**config.mk**
```make
export PLATFORM = sky130hd
export DESIGN_NAME = crc8_frame_receiver_responder
export DESIGN_NICKNAME = d
export VERILOG_FILES = /design/src/rtl/cfrr_pkg.sv /design/src/rtl/cfrr_front.sv /design/src/rtl/cfrr_queue.sv /design/src/rtl/cfrr_back.sv /design/src/rtl/crc8_frame_receiver_responder.sv
export SDC_FILE = /design/constraint.sdc
export NUM_CORES = 1
export LEC_CHECK = 0
export BUFFER_PORTS_ARGS = -buffer_cell sky130_fd_sc_hd__buf_2
export CAP_MARGIN = 10
export CORE_ASPECT_RATIO = 1.75
export CORE_MARGIN = 1.5
export CORE_UTILIZATION = 35
export DETAILED_ROUTE_END_ITERATION = 8
export PLACE_DENSITY_LB_ADDON = 0.1
export SYNTH_ARGS = -nofsm -noshare
export SYNTH_HDL_FRONTEND = slang
export SYNTH_SLANG_ARGS = --single-unit
```
**constraint.sdc**
```tcl
create_clock -name aclk -period 3.8 [get_ports aclk]
set_input_delay 0.57 -clock aclk [delete_from_list [all_inputs] [get_ports aclk]]
set_output_delay 0.57 -clock aclk [all_outputs]
set_load 0.01 [all_outputs]
```
**src/rtl/cfrr_pkg.sv**
```systemverilog
// Shared types, constants and the CRC-8 step for the frame receiver/responder.
package cfrr_pkg;

    localparam logic [7:0] HDR_BYTE          = 8'h5A;
    localparam logic [7:0] CRC_POLY          = 8'h07;
    localparam logic [7:0] FUNC_POWER        = 8'h10;
    localparam logic [7:0] FUNC_SIGNAL       = 8'h11;
    localparam logic [7:0] REPLY_CODE_SIGNAL = 8'h01;
    localparam logic [7:0] REPLY_CODE_POWER  = 8'h02;
    localparam logic [7:0] REPLY_LEN_BYTE    = 8'h05;
    localparam logic [7:0] MIN_LEN           = 8'd4;
    localparam logic [8:0] GAP_MAX           = 9'd511;
    localparam logic [7:0] GAP_LIMIT_RESET   = 8'd50;

    // configuration register indexes
    localparam logic [1:0] REG_GAP_LIMIT  = 2'd0;
    localparam logic [1:0] REG_POWER_EN   = 2'd1;
    localparam logic [1:0] REG_SIGNAL_EN  = 2'd2;

    // reply queue depth, power of two
    localparam int QDEPTH = 2;

    typedef struct packed {
        logic [7:0] gap_limit;
        logic       power_en;
        logic       signal_en;
    } cfg_t;

    typedef struct packed {
        logic       is_power;
        logic [7:0] value;
    } cmd_t;

    typedef struct packed {
        logic full;
        logic empty;
    } qstat_t;

    // one byte into a CRC-8, MSB first, no reflection
    function automatic logic [7:0] crc8_feed(input logic [7:0] crc, input logic [7:0] b);
        logic [7:0] c;
        c = crc ^ b;
        for (int k = 0; k < 8; k++) begin
            c = c[7] ? ({c[6:0], 1'b0} ^ CRC_POLY) : {c[6:0], 1'b0};
        end
        return c;
    endfunction

endpackage

```
**src/rtl/cfrr_front.sv**
```systemverilog
// Frame parser: header hunt, length check, CRC tracking, gap aging, reply requests.
module cfrr_front #(
    parameter int MAX_FRAME_LEN = 16
) (
    input  logic               aclk,
    input  logic               aresetn,
    input  logic               accept,
    input  logic               req_type,
    input  logic [7:0]         rx_byte,
    input  logic [7:0]         signal_value,
    input  logic [7:0]         power_value,
    input  cfrr_pkg::cfg_t     cfg,
    output logic               push,
    output cfrr_pkg::cmd_t     push_cmd
);
    import cfrr_pkg::*;

    localparam int CW = $clog2(MAX_FRAME_LEN + 1);
    localparam logic [7:0] MaxLen8 = 8'(MAX_FRAME_LEN);

    logic [CW-1:0] byte_count_reg, byte_count_next;
    logic [CW-1:0] frame_length_reg, frame_length_next;
    logic [7:0]    crc_reg, crc_next;
    logic [7:0]    func_reg, func_next;
    logic [8:0]    gap_reg, gap_next;

    logic [8:0]    gap_inc;
    logic [CW-1:0] count_inc;
    logic [7:0]    crc_fed;

    assign gap_inc   = (gap_reg == GAP_MAX) ? gap_reg : gap_reg + 9'd1;
    assign count_inc = byte_count_reg + CW'(1);
    assign crc_fed   = crc8_feed((byte_count_reg == '0) ? 8'h00 : crc_reg, rx_byte);

    always_comb begin
        byte_count_next   = byte_count_reg;
        frame_length_next = frame_length_reg;
        crc_next          = crc_reg;
        func_next         = func_reg;
        gap_next          = gap_reg;
        push              = 1'b0;
        push_cmd.is_power = 1'b0;
        push_cmd.value    = signal_value;
        if (accept) begin
            if (req_type) begin
                gap_next = gap_inc;
                if (byte_count_reg != '0 && gap_inc > {1'b0, cfg.gap_limit}) begin
                    byte_count_next = '0;
                end
            end else begin
                gap_next = '0;
                if (byte_count_reg == '0) begin
                    if (rx_byte == HDR_BYTE) begin
                        byte_count_next = CW'(1);
                        crc_next        = crc_fed;
                    end
                end else if (byte_count_reg == CW'(1)) begin
                    if (rx_byte < MIN_LEN || rx_byte > MaxLen8) begin
                        byte_count_next = '0;
                    end else begin
                        frame_length_next = CW'(rx_byte);
                        crc_next          = crc_fed;
                        byte_count_next   = CW'(2);
                    end
                end else if (count_inc >= frame_length_reg) begin
                    // CRC byte closes the frame
                    byte_count_next = '0;
                    if (rx_byte == crc_reg) begin
                        if (func_reg == FUNC_POWER && cfg.power_en) begin
                            push              = 1'b1;
                            push_cmd.is_power = 1'b1;
                            push_cmd.value    = power_value;
                        end else if (func_reg == FUNC_SIGNAL && cfg.signal_en) begin
                            push = 1'b1;
                        end
                    end
                end else begin
                    byte_count_next = count_inc;
                    if (byte_count_reg == CW'(2)) begin
                        func_next = rx_byte;
                    end
                    crc_next = crc_fed;
                end
            end
        end
    end

    always_ff @(posedge aclk) begin
        if (!aresetn) begin
            byte_count_reg   <= '0;
            frame_length_reg <= '0;
            crc_reg          <= '0;
            func_reg         <= '0;
            gap_reg          <= '0;
        end else begin
            byte_count_reg   <= byte_count_next;
            frame_length_reg <= frame_length_next;
            crc_reg          <= crc_next;
            func_reg         <= func_next;
            gap_reg          <= gap_next;
        end
    end

endmodule

```
**src/rtl/cfrr_queue.sv**
```systemverilog
// Small FIFO of pending reply requests between parser and serializer.
module cfrr_queue (
    input  logic               aclk,
    input  logic               aresetn,
    input  logic               push,
    input  cfrr_pkg::cmd_t     push_cmd,
    input  logic               pop,
    output cfrr_pkg::cmd_t     head,
    output cfrr_pkg::qstat_t   stat
);
    import cfrr_pkg::*;

    localparam int PW = $clog2(QDEPTH);

    cmd_t            entries_reg [QDEPTH];
    logic [PW-1:0]   wr_ptr_reg, wr_ptr_next;
    logic [PW-1:0]   rd_ptr_reg, rd_ptr_next;
    logic [PW:0]     count_reg, count_next;

    assign stat.full  = (count_reg == (PW + 1)'(QDEPTH));
    assign stat.empty = (count_reg == '0);
    assign head       = entries_reg[rd_ptr_reg];

    always_comb begin
        wr_ptr_next = push ? wr_ptr_reg + PW'(1) : wr_ptr_reg;
        rd_ptr_next = pop  ? rd_ptr_reg + PW'(1) : rd_ptr_reg;
        count_next  = count_reg + (PW + 1)'(push) - (PW + 1)'(pop);
    end

    always_ff @(posedge aclk) begin
        if (push) begin
            entries_reg[wr_ptr_reg] <= push_cmd;
        end
    end

    always_ff @(posedge aclk) begin
        if (!aresetn) begin
            wr_ptr_reg <= '0;
            rd_ptr_reg <= '0;
            count_reg  <= '0;
        end else begin
            wr_ptr_reg <= wr_ptr_next;
            rd_ptr_reg <= rd_ptr_next;
            count_reg  <= count_next;
        end
    end

endmodule

```
**src/rtl/cfrr_back.sv**
```systemverilog
// Reply serializer: five words per request, CRC built as bytes go out.
module cfrr_back (
    input  logic               aclk,
    input  logic               aresetn,
    input  cfrr_pkg::cmd_t     head,
    input  cfrr_pkg::qstat_t   stat,
    output logic               pop,
    output logic               m_tvalid,
    input  logic               m_tready,
    output logic [7:0]         m_tdata,
    output logic               m_tlast
);
    import cfrr_pkg::*;

    localparam logic [2:0] SLOT_HDR   = 3'd0;
    localparam logic [2:0] SLOT_LEN   = 3'd1;
    localparam logic [2:0] SLOT_CODE  = 3'd2;
    localparam logic [2:0] SLOT_VALUE = 3'd3;
    localparam logic [2:0] SLOT_CRC   = 3'd4;

    logic [2:0] slot_reg, slot_next;
    logic [7:0] crc_reg, crc_next;
    logic       xfer;

    assign m_tvalid = !stat.empty;
    assign m_tlast  = (slot_reg == SLOT_CRC);
    assign xfer     = m_tvalid && m_tready;
    assign pop      = xfer && m_tlast;

    always_comb begin
        case (slot_reg)
            SLOT_HDR:   m_tdata = HDR_BYTE;
            SLOT_LEN:   m_tdata = REPLY_LEN_BYTE;
            SLOT_CODE:  m_tdata = head.is_power ? REPLY_CODE_POWER : REPLY_CODE_SIGNAL;
            SLOT_VALUE: m_tdata = head.value;
            SLOT_CRC:   m_tdata = crc_reg;
            default:    m_tdata = crc_reg;
        endcase
    end

    always_comb begin
        slot_next = slot_reg;
        crc_next  = crc_reg;
        if (xfer) begin
            if (m_tlast) begin
                slot_next = SLOT_HDR;
                crc_next  = '0;
            end else begin
                slot_next = slot_reg + 3'd1;
                crc_next  = crc8_feed(crc_reg, m_tdata);
            end
        end
    end

    always_ff @(posedge aclk) begin
        if (!aresetn) begin
            slot_reg <= SLOT_HDR;
            crc_reg  <= '0;
        end else begin
            slot_reg <= slot_next;
            crc_reg  <= crc_next;
        end
    end

endmodule

```
**src/rtl/crc8_frame_receiver_responder.sv**
```systemverilog
// Top level: config registers, frame parser, reply queue and serializer.
// Throughput: one input word per cycle; s_tready drops only while the reply queue is full.
// A reply request is queued when its CRC byte is accepted and waits behind earlier replies.
// Each reply is five back-to-back words; the serializer's byte slot counter sets that.
// Reset: synchronous active-low aresetn; parser hunts for a header, queue empty,
// gap limit 50, both reply enables off.
module crc8_frame_receiver_responder #(
    parameter int MAX_FRAME_LEN = 16
) (
    input  logic        aclk,
    input  logic        aresetn,
    input  logic        s_tvalid,
    output logic        s_tready,
    input  logic [23:0] s_tdata,   // rx_byte, signal_value, power_value
    input  logic        s_tuser,   // req_type
    output logic        m_tvalid,
    input  logic        m_tready,
    output logic [7:0]  m_tdata,   // tx_byte
    output logic        m_tlast,
    input  logic        cfg_we,
    input  logic [1:0]  cfg_index,
    input  logic [7:0]  cfg_data
);
    import cfrr_pkg::*;

    cfg_t   cfg_reg, cfg_next;
    cmd_t   push_cmd, head;
    qstat_t stat;
    logic   push, pop, s_accept;

    always_comb begin
        cfg_next = cfg_reg;
        if (cfg_we) begin
            case (cfg_index)
                REG_GAP_LIMIT: cfg_next.gap_limit = cfg_data;
                REG_POWER_EN:  cfg_next.power_en  = cfg_data[0];
                REG_SIGNAL_EN: cfg_next.signal_en = cfg_data[0];
                default:       cfg_next = cfg_reg;
            endcase
        end
    end

    always_ff @(posedge aclk) begin
        if (!aresetn) begin
            cfg_reg.gap_limit <= GAP_LIMIT_RESET;
            cfg_reg.power_en  <= 1'b0;
            cfg_reg.signal_en <= 1'b0;
        end else begin
            cfg_reg <= cfg_next;
        end
    end

    assign s_tready = !stat.full;
    assign s_accept = s_tvalid && s_tready;

    cfrr_front #(
        .MAX_FRAME_LEN(MAX_FRAME_LEN)
    ) u_front (
        .aclk         (aclk),
        .aresetn      (aresetn),
        .accept       (s_accept),
        .req_type     (s_tuser),
        .rx_byte      (s_tdata[7:0]),
        .signal_value (s_tdata[15:8]),
        .power_value  (s_tdata[23:16]),
        .cfg          (cfg_reg),
        .push         (push),
        .push_cmd     (push_cmd)
    );

    cfrr_queue u_queue (
        .aclk     (aclk),
        .aresetn  (aresetn),
        .push     (push),
        .push_cmd (push_cmd),
        .pop      (pop),
        .head     (head),
        .stat     (stat)
    );

    cfrr_back u_back (
        .aclk     (aclk),
        .aresetn  (aresetn),
        .head     (head),
        .stat     (stat),
        .pop      (pop),
        .m_tvalid (m_tvalid),
        .m_tready (m_tready),
        .m_tdata  (m_tdata),
        .m_tlast  (m_tlast)
    );

    // a reply request only comes from an accepted data byte
    a_push_on_byte: assert property (@(posedge aclk) disable iff (!aresetn)
        push |-> (s_tvalid && s_tready && !s_tuser))
        else $error("reply request without an accepted data byte");

    // never write a full queue
    a_no_overflow: assert property (@(posedge aclk) disable iff (!aresetn)
        push |-> !stat.full)
        else $error("reply queue overflow");

    // a reply frame is never broken up once started
    a_reply_contiguous: assert property (@(posedge aclk) disable iff (!aresetn)
        (m_tvalid && m_tready && !m_tlast) |=> m_tvalid)
        else $error("reply frame interrupted");

    // queue only drains at the end of a frame
    a_pop_at_last: assert property (@(posedge aclk) disable iff (!aresetn)
        pop |-> (m_tlast && m_tready && !stat.empty))
        else $error("queue popped mid-frame");

endmodule
```
# ---- After elaboration in Yosys (flattened, before gate mapping)
# Memories as Yosys holds them, arrays and structs flattened. A register that Yosys moved wholly into a read port is not among the register bits.
# Index checks and enable logic that the tools add are counted.
dict set report totals {
  wordCells 142
  ff_bits 60
  memories 1
  ram_bits 18
  inputBits 40
}
# memory depth word_bits rd rd_ports_with_merged_regs wr line_no
set mem_list {}
lappend mem_list {u_queue.entries_reg 2 9 1 1 1 cfrr_queue.sv:15} ;# cmd_t entries_reg [QDEPTH];
dict set report classes {
  addsub 7
  n_lt_le_gt_ge 4
  reduce_logical 21
  n_mux 54
  eq_ne 19
  bitwise 23
}
# cell n
set op_table {}
lappend op_table {{$mux 9} 9}
lappend op_table {{$mux 8} 7}
lappend op_table {{$mux 3} 17}
lappend op_table {{$not 3->3} 16}
lappend op_table {{$pmux 8 s4} 1}
lappend op_table {{$mux 5} 6}
lappend op_table {{$eq 8x5->1 const B} 2}
lappend op_table {{$xor 8x8->8} 2}
lappend op_table {{$mux 1} 12}
lappend op_table {{$reduce_and 5->1} 2}
lappend op_table {{$add 9x1->9 const B} 1}
lappend op_table {{$eq 9x9->1 const B} 1}
lappend op_table {{$gt 9x8->1} 1}
lappend op_table {{$eq 8x7->1 const B} 1}
lappend op_table {{$eq 8x8->1} 1}
lappend op_table {{$gt 8x5->1 const B} 1}
lappend op_table {{$lt 8x3->1 const B} 1}
lappend op_table {{$eq 3x2->1 const B} 2}
lappend op_table {{$logic_and 1x1->1} 6}
lappend op_table {{$reduce_and 2->1} 3}
lappend op_table {{$reduce_and 6->1} 1}
lappend op_table {{$add 5x1->5 const B} 1}
lappend op_table {{$eq 5x1->1 const B} 1}
lappend op_table {{$eq 5x2->1 const B} 1}
lappend op_table {{other kinds (23)} 32}

# ---- Logic depth before layout (Yosys ltp)
# Gate-level depths: netlist of the first run.
dict set report depth {
  word_depth 22
  mapped_depth 13
  depth_no_buf 13
}

# ---- By module
# From an unflattened synthesis of the first run, not the netlist that was laid out.
dict set report unflattened {
  cells_unflattened 562
  hier_area_um2 5098.6
}
# mod area_each_um2 cells_each instances
set modules_own_cells {}
lappend modules_own_cells {cfrr_front 2821.5 349 1}
lappend modules_own_cells {cfrr_back 968.4 119 1}
lappend modules_own_cells {cfrr_queue 872.1 49 1}
lappend modules_own_cells {crc8_frame_receiver_responder 436.7 45 1}

# ---- Worst setup path after synthesis of the first run
# Ideal clock, no wire load.
dict set report synth_path {
  kind {input-to-reg}
  start {input port s_tdata[2]}
  end {memory u_queue.entries_reg[1][0] in the netlist's numbering, enable pin}
  setup_slack_ps 988
  path_stages 8
  setup_ps 374
  arrival_ps 2438
  required_ps 3426
  path_cell_list {clkbuf_1 -> xor2_1 -> nor4_1 -> nand4_1 -> nor3_1 -> and4_1 -> or3b_1 -> nor2_1}
}
dict set report synth_via {
  elab_chain_len 9
}
# item line_no
set synth_lines {}
lappend synth_lines {{from (decl)} crc8_frame_receiver_responder.sv:14} ;# input logic [23:0] s_tdata,
lappend synth_lines {{$eq 8x8->1} cfrr_front.sv:68} ;# if (rx_byte == crc_reg) begin
lappend synth_lines {{$mux 1} cfrr_front.sv:68}
lappend synth_lines {{$mux 1} cfrr_front.sv:65} ;# end else if (count_inc >= frame_length_reg) begin
lappend synth_lines {{$mux 1} cfrr_front.sv:57} ;# end else if (byte_count_reg == CW'(1)) begin
lappend synth_lines {{$mux 1} cfrr_front.sv:52} ;# if (byte_count_reg == '0) begin
lappend synth_lines {{$mux 1} cfrr_front.sv:45} ;# if (req_type) begin
lappend synth_lines {{$mux 1} cfrr_front.sv:44} ;# if (accept) begin
lappend synth_lines {{$mux 1} cfrr_queue.sv:31} ;# if (push) begin
lappend synth_lines {{$mux 1 (not written as such)} cfrr_queue.sv:32} ;# entries_reg[wr_ptr_reg] <= push_cmd;
lappend synth_lines {{to (decl)} cfrr_queue.sv:15}
# No other way between the ends.

# ---- Worst setup path in the final report of the first run
dict set report layout_path {
  start {register u_front.byte_count_reg[0]}
  end {register u_queue.count_reg[1]}
}
dict set report layout_via {
  elab_chain_len 9
  word_cells_on_any_way 11
  classes_between {3 x add/sub; 1 x order compare; 1 x eq/ne; 5 x mux; 1 x reduce/logical}
}
# item line_no
set layout_lines {}
lappend layout_lines {{from (decl)} cfrr_front.sv:21} ;# logic [CW-1:0] byte_count_reg, byte_count_next;
lappend layout_lines {{from (signal assigned)} cfrr_front.sv:96} ;# byte_count_reg <= byte_count_next;
lappend layout_lines {{$add 5x1->5} cfrr_front.sv:32} ;# assign count_inc = byte_count_reg + CW'(1);
lappend layout_lines {{$ge 5x5->1} cfrr_front.sv:65}
lappend layout_lines {{$mux 1} cfrr_front.sv:65}
lappend layout_lines {{$mux 1} cfrr_front.sv:57}
lappend layout_lines {{$mux 1 *} cfrr_front.sv:52}
lappend layout_lines {{$mux 1 *} cfrr_front.sv:45}
lappend layout_lines {{$mux 1 *} cfrr_front.sv:44}
lappend layout_lines {{net push} crc8_frame_receiver_responder.sv:29} ;# logic push, pop, s_accept;
lappend layout_lines {{$add 2x1->2 *} cfrr_queue.sv:27} ;# count_next = count_reg + (PW + 1)'(push) - (PW + 1)'(pop);
lappend layout_lines {{$sub 2x1->2 *} cfrr_queue.sv:27}
lappend layout_lines {{to (signal assigned)} cfrr_queue.sv:44} ;# count_reg <= count_next;
lappend layout_lines {{to (decl)} cfrr_queue.sv:18} ;# logic [PW:0] count_reg, count_next;
# The timed path passes the listed nets; every way through them passes the cells marked *.
# A chain may end at the register's enable or synchronous reset.

==> impl_metrics.csv, run 1 <==
group,metric,value,unit
cts,post_cts_buffers,0,
cts,cts_tree,"built",
cts,cts_hold_buf,0,
floorplan,ioPinCount,51,
finish,postLayoutCellArea,0.00622,mm2
critical_path,crit_required,4.02,ns
floorplan,die-area,0.0165,mm2
timing,finClkSkew,0.00999,ns
finish,layoutNonFillerInstCount,875,
global_route,antenna_found_initial,0,
timing,hold_violations,0,
yosys,yosys_warnings,0,
placed_design,portBuffers,50,
cts,htree_levels,3,
yosys,seq_area_frac_synth,0.320,
yosys,synth_edf_count,18,
yosys,postSynthCellCount,652,
detailed_routing,ant_nets,0,
global_route,grt_max_degree,27,
timing,setup_viol,0,
floorplan,core,0.0154,mm2
yosys,async_reset_ff_frac,0,
yosys,yosys.area.top_type,"dfxtp_1",
yosys,synth_top_area_share,0.222,
cts,clkLatencyLatePin,0.34,ns
timing,grt_setup_unrepaired,"no",
finish,area_growth,12.9,%
placed_design,routabilityCongestion,0.830,
finish,drive_above_1_share,0.167,
global_route,grt_pass1_wl,23.9,mm
critical_path,cp-end-kind,"register",
placed_design,place_area,0.00588,mm2
run_status,status,"finished, final reports clean",
detailed_routing,dr_total_vias,4786,
run,drv_cap,0,
detailed_routing,routedWlPerCell,16.8,um
yosys,ys_top_cells_by_area,"dfxtp_1 (22%), edfxtp_1 (9.8%), ha_1 (5.7%)",
yosys,synthFlopType,"dfxtp_1",
floorplan,die_h,169,um
pwr,ir_worst_vdd,0.171,mV
global_route,grt_use_total,0.183,
critical_path,path_class,"register to register",
critical_path,crit_arrival,3.44,ns
detailed_routing,drcViolationCount,0,
placed_design,dp_hpwl,11.3,mm
finish,nets,749,
detailed_routing,via_per_inst,5.47,
floorplan,die-width,97.8,um
critical_path,critPathLaunchType,"register",
yosys,syn-num-nets,717,
cts,clk_pin_slew,0.07,ns
pwr,cellLeakagePower,2.36,nW
cts,cts-root-buf,"clkbuf_16",
timing,period_share,0.848,
critical_path,worstPathMaxFanout,6,
cts,cts.path.max_buffers,2,
finish,n_antenna_cell,0,
global_route,grt_pass1_vias,4848,
yosys,netlist_area,0.00551,mm2
cts,cts.sinks,79,
cts,numCtsBuffers,9,
cts,cts_resized,0,
yosys,syn_area_per_cell,8.45,um2
placed_design,dpl_worst_slack,0.546,ns
timing,drv_slew,0,
timing,slew_headroom,0.363,
timing,fin_tns_setup,0,ns
yosys,synth-seq-cells,79,
detailed_routing,wirelength,14.7,mm
global_route,grt_overflow,0,
timing,min_period,3.22,ns
detailed_routing,firstDrtPassIters,4,
floorplan,start_util,0.358,
min_path,min_path_type,"input port to register",
finish,largest_reg_flops,18,
floorplan,fp-row-count,60,
placed_design,place_inst,859,
timing,max_freq,310,MHz
timing,setup_ws,0.579,ns
timing,worstMarginPinSlew,0.954,ns
finish,utilization,0.404,
pwr,powerDensity,319,mW/mm2
detailed_routing,drt_iter0_drc,154,
yosys,synth.distinct_cells,87,
[per-stage QoR]
| stage | total power [mW] | hold WS, ns |
|---|---|---|
| after floorplan | 0.975 | 0.430 |
| after global placement | 1.02 | 0.443 |
| after detailed placement | 1.02 | 0.455 |
| after CTS | 2.02 | 0.443 |
| after global routing | 2.06 | 0.473 |
| final | 1.99 | 0.448 |
[cell usage after synthesis (all sizes together), types with 3 or more instances]
library cell,number
a211o,5
a211oi,3
a21oi,34
a22o,3
a22oi,7
a31oi,4
and2,9
buf,15
clkbuf,25
dfxtp,61
edfxtp,18
ha,25
inv,29
mux2,16
mux2i,14
nand2,75
nand2b,8
nand3,32
nand3b,6
nand4,12
nor2,57
nor2b,5
nor3,17
nor3b,3
nor4,5
o2111ai,3
o211ai,8
o21a,4
o21ai,28
o22ai,7
o311ai,4
or2,4
or3,4
or4,4
xnor2,35
xor2,18
[power by group]
group	leakage (nW)	internal, mW	switching, mW
Sequential	0.650	0.862	0.00289
Combinational	1.55	0.0580	0.0805
Clock	0.161	0.591	0.393
Total	2.36	1.51	0.477
[worst max-delay path, cell delays in order, from the launching register on]
cell	delay (ns)
dfxtp_1	0.47
inv_1	0.13
ha_1	0.35
ha_1	0.29
a21oi_1	0.19
o21ai_0	0.12
a21o_1	0.23
a21oi_1	0.48
or3b_1	0.25
inv_1	0.06
ha_1	0.20
xor2_1	0.15
xnor2_1	0.13
nor2_1	0.05
[area by class of cell]
cell class	instances	area [um2]
clock buffer	9	225
clock inverter	7	113
fill	1576	9170
inverter	29	109
multi-input combinational	504	3450
sequential	79	1760
tap	186	233
timing repair buffer	61	333
[final timing paths]
path,from,endpoint,slack [ns],cells past startpoint
setup reg to reg,u_front.byte_count_reg[0],u_queue.count_reg[1],0.58,13
setup / recovery,u_front.byte_count_reg[0],u_queue.count_reg[1],0.58,13
hold reg to reg,u_front.func_reg[2],u_front.func_reg[2],0.46,2
hold / removal,cfg_data[6],cfg_reg[8],0.45,3
[logic make-up (layout without fill, tap and decap cells)]
logic type | Yosys count | count (layout) | share of synthesized area
mux | 30 | 30 | 0.0582
xor+xnor | 54 | 54 | 0.0884
flops | 79 | 79 | 0.320
simple gates | 253 | 253 | 0.236
buf+inv | 69 | 106 | 0.0543
compound gates | 142 | 142 | 0.187
fa+ha+maj | 25 | 25 | 0.0568
[placed cells by master, fill, tap and decap left out, types with 3 or more instances in the layout]
cell type  netlist  routed
a22o_1           3       3
nor3_1          15      15
xor2_1          18      18
buf_2            5      50
nor4_1           4       4
a211o_1          5       5
mux2i_1         14      14
a22oi_1          7       7
o21ai_0         24      24
inv_1           29      29
or4_1            4       4
a211oi_1         3       3
o22ai_1          7       7
o21ai_1          3       3
o211ai_1         8       8
ha_1            25      25
nor2b_1          5       5
buf_4            1      11
or2_2            4       4
dfxtp_1         61      61
nor2_1          57      57
nand3b_1         6       6
or3_1            4       4
nand3_1         31      31
clkbuf_16        0       9
edfxtp_1        18      18
nor3b_1          3       3
nand2_1         73      73
a21oi_1         33      33
a31oi_1          3       3
o21a_1           4       4
mux2_2          15      15
o2111ai_1        3       3
nand2b_1         7       7
and2_1           9       9
xnor2_1         35      35
nand4_1         12      12
[routing by layer]
layer,vias to the layer above,track usage,part of all wire
li1,2407,-,-
met1,2274,0.186,0.38
met2,78,0.360,0.56
met3,27,0.0219,0.024
met4,0,0.0901,0.034
met5,-,0,0
No activity file was read; power rests on OpenSTA's default activity.
==> run 2, diff against run 1 <==
==> constraint.sdc (replaced) <==
create_clock -name aclk -period 3.1 [get_ports aclk]
set_input_delay 0.465 -clock aclk [delete_from_list [all_inputs] [get_ports aclk]]
set_output_delay 0.465 -clock aclk [all_outputs]
set_load 0.01 [all_outputs]
==> impl_metrics.csv, run 2 (synthesized netlist as in run 1, its figures left out) <==
group,metric,value,unit
global_route,grt_overflow,0,
cts,htree_levels,3,
timing,period_share,0.934,
pwr,p_int,1.70,mW
placed_design,portBuffers,50,
timing,slew_headroom,0.582,
critical_path,cp-end-kind,"register",
critical_path,critPathLaunchType,"register",
cts,numCtsBuffers,9,
global_route,grt_pass1_vias,4974,
finish,nFillCells,1583,
timing,fin_tns_setup,0,ns
timing,finClkSkew,0.0127,ns
detailed_routing,drt_iter0_drc,153,
placed_design,dpl_worst_slack,0.143,ns
floorplan,die-width,97.8,um
timing,drv_slew,0,
detailed_routing,firstDrtPassIters,4,
floorplan,start_util,0.358,
finish,area_growth,14.5,%
placed_design,routabilityCongestion,0.900,
timing,worstMarginPinSlew,0.625,ns
timing,hold_violations,0,
pwr,cellLeakagePower,2.42,nW
detailed_routing,routedWlPerCell,17.0,um
global_route,antenna_found_initial,0,
pwr,p_sw,0.619,mW
critical_path,rrSetupSlack,0.20,ns
floorplan,core,0.0154,mm2
critical_path,crit_arrival,3.17,ns
detailed_routing,drcViolationCount,0,
cts,clkLatencyLatePin,0.35,ns
detailed_routing,dr_total_vias,4839,
floorplan,ioPinCount,51,
cts,clk_pin_slew,0.08,ns
min_path,min_path_type,"input port to register",
critical_path,path_class,"register to register",
global_route,grt_max_degree,27,
cts,cts.sinks,79,
finish,layoutNonFillerInstCount,891,
placed_design,dp_hpwl,11.7,mm
detailed_routing,wirelength,15.1,mm
cts,cts_tree,"built",
detailed_routing,via_per_inst,5.43,
run_status,status,"finished, final reports clean",
finish,final_cell_mix,"nand2_1 (73), dfxtp_1 (59), nor2_1 (57)",
pwr,p_sw_frac,0.267,
timing,setup_ws,0.205,ns
timing,setup_viol,0,
critical_path,crit_required,3.37,ns
run,drv_cap,0,
floorplan,fp-row-count,60,
pwr,clock_power_share,0.468,
timing,min_period,2.90,ns
placed_design,place_inst,873,
finish,drive_above_1_share,0.190,
floorplan,die-area,0.0165,mm2
timing,max_freq,345,MHz
finish,nets,765,
global_route,grt_pass1_wl,24.4,mm
finish,final_common_cell,"nand2_1",
pwr,p_seq_frac,0.457,
cts,cts-root-buf,"clkbuf_16",
floorplan,die_h,169,um
finish,n_antenna_cell,0,
cts,cts.path.max_buffers,2,
detailed_routing,ant_nets,0,
pwr,powerDensity,368,mW/mm2
critical_path,worstPathMaxFanout,10,
pwr,pwr-share-comb,0.075,
global_route,grt_use_total,0.186,
finish,largest_reg_flops,18,
pwr,ir_worst_vdd,0.307,mV
[run 2: cell count changes in the layout (fill, tap and decap cells not counted), sizes merged]
cell,previous run,this run
bufinv,2,0
inv,32,33
clkinvlp,1,2
buf,61,77
[run 2: cell type report]
type / instances / area, um2 / area share
clock inverter: 7 / 73.8 / 0.0117
clock buffer: 9 / 225 / 0.0357
multi-input combinational: 504 / 3450 / 0.547
inverter: 29 / 109 / 0.0173
timing repair buffer: 77 / 453 / 0.0718
tap: 186 / 233 / 0.0369
sequential: 79 / 1760 / 0.280
[run 2: path summary, 6_finish.rpt]
check	from	endpoint	cells after the start
worst min-delay path	cfg_data[2]	cfg_reg[4]	3
worst min register to register	u_front.func_reg[4]	u_front.func_reg[4]	2
worst max-delay path	u_front.gap_reg[1]	u_front.byte_count_reg[1]	13
worst max register to register	u_front.gap_reg[1]	u_front.byte_count_reg[1]	13
[run 2: layer usage]
metal,vias up,wire [um],global-route usage
met1,2310,5560,0.176
li1,2433,-,-
met5,-,0,0
met3,27,332,0.0264
met2,69,8700,0.376
met4,0,533,0.0913
[run 2: per-stage QoR]
| stage | utilization | hold slack [ns] | power (mW) | instance area, um2 |
|---|---|---|---|---|
| final | 0.410 | 0.350 | 2.32 | 6310 |
| after global routing | 0.410 | 0.357 | 2.40 | 6310 |
| after CTS | 0.409 | 0.343 | 2.35 | 6290 |
| after detailed placement | 0.389 | 0.449 | 1.26 | 5990 |
| after global placement | 0.389 | 0.442 | 1.25 | 5990 |
| after floorplan | - | 0.430 | 1.19 | 5510 |
[run 2: power groups by stage]
| stage | Clock, mW | Combinational [mW] | Sequential, mW |
|---|---|---|---|
| 6_report | 1.08 | 0.175 | 1.06 |
| 5_1_grt | 1.14 | 0.193 | 1.06 |
| 4_1_cts | 1.12 | 0.177 | 1.06 |
| 3_5_place_dp | 0 | 0.175 | 1.08 |
| 3_3_place_gp | 0 | 0.170 | 1.08 |
| 2_1_floorplan | 0 | 0.113 | 1.08 |
[run 2: repair_timing]
item                       4_1_cts  5_1_grt
hold buffers                     0        0
setup buffers                    0        2
setup endpoints to repair        0        2
gates resized for setup          0        3
[run 2: worst max-delay path, cell delays in order (launching register included)]
cell	delay, ns
dfxtp_2	0.37
ha_2	0.20
and2_1	0.17
nand4_1	0.17
mux2_2	0.35
ha_1	0.31
nor2b_1	0.14
o21a_1	0.11
o21ai_0	0.08
a21oi_1	0.17
o21ai_1	0.09
buf_4	0.16
a2111o_1	0.37
a21oi_1	0.13
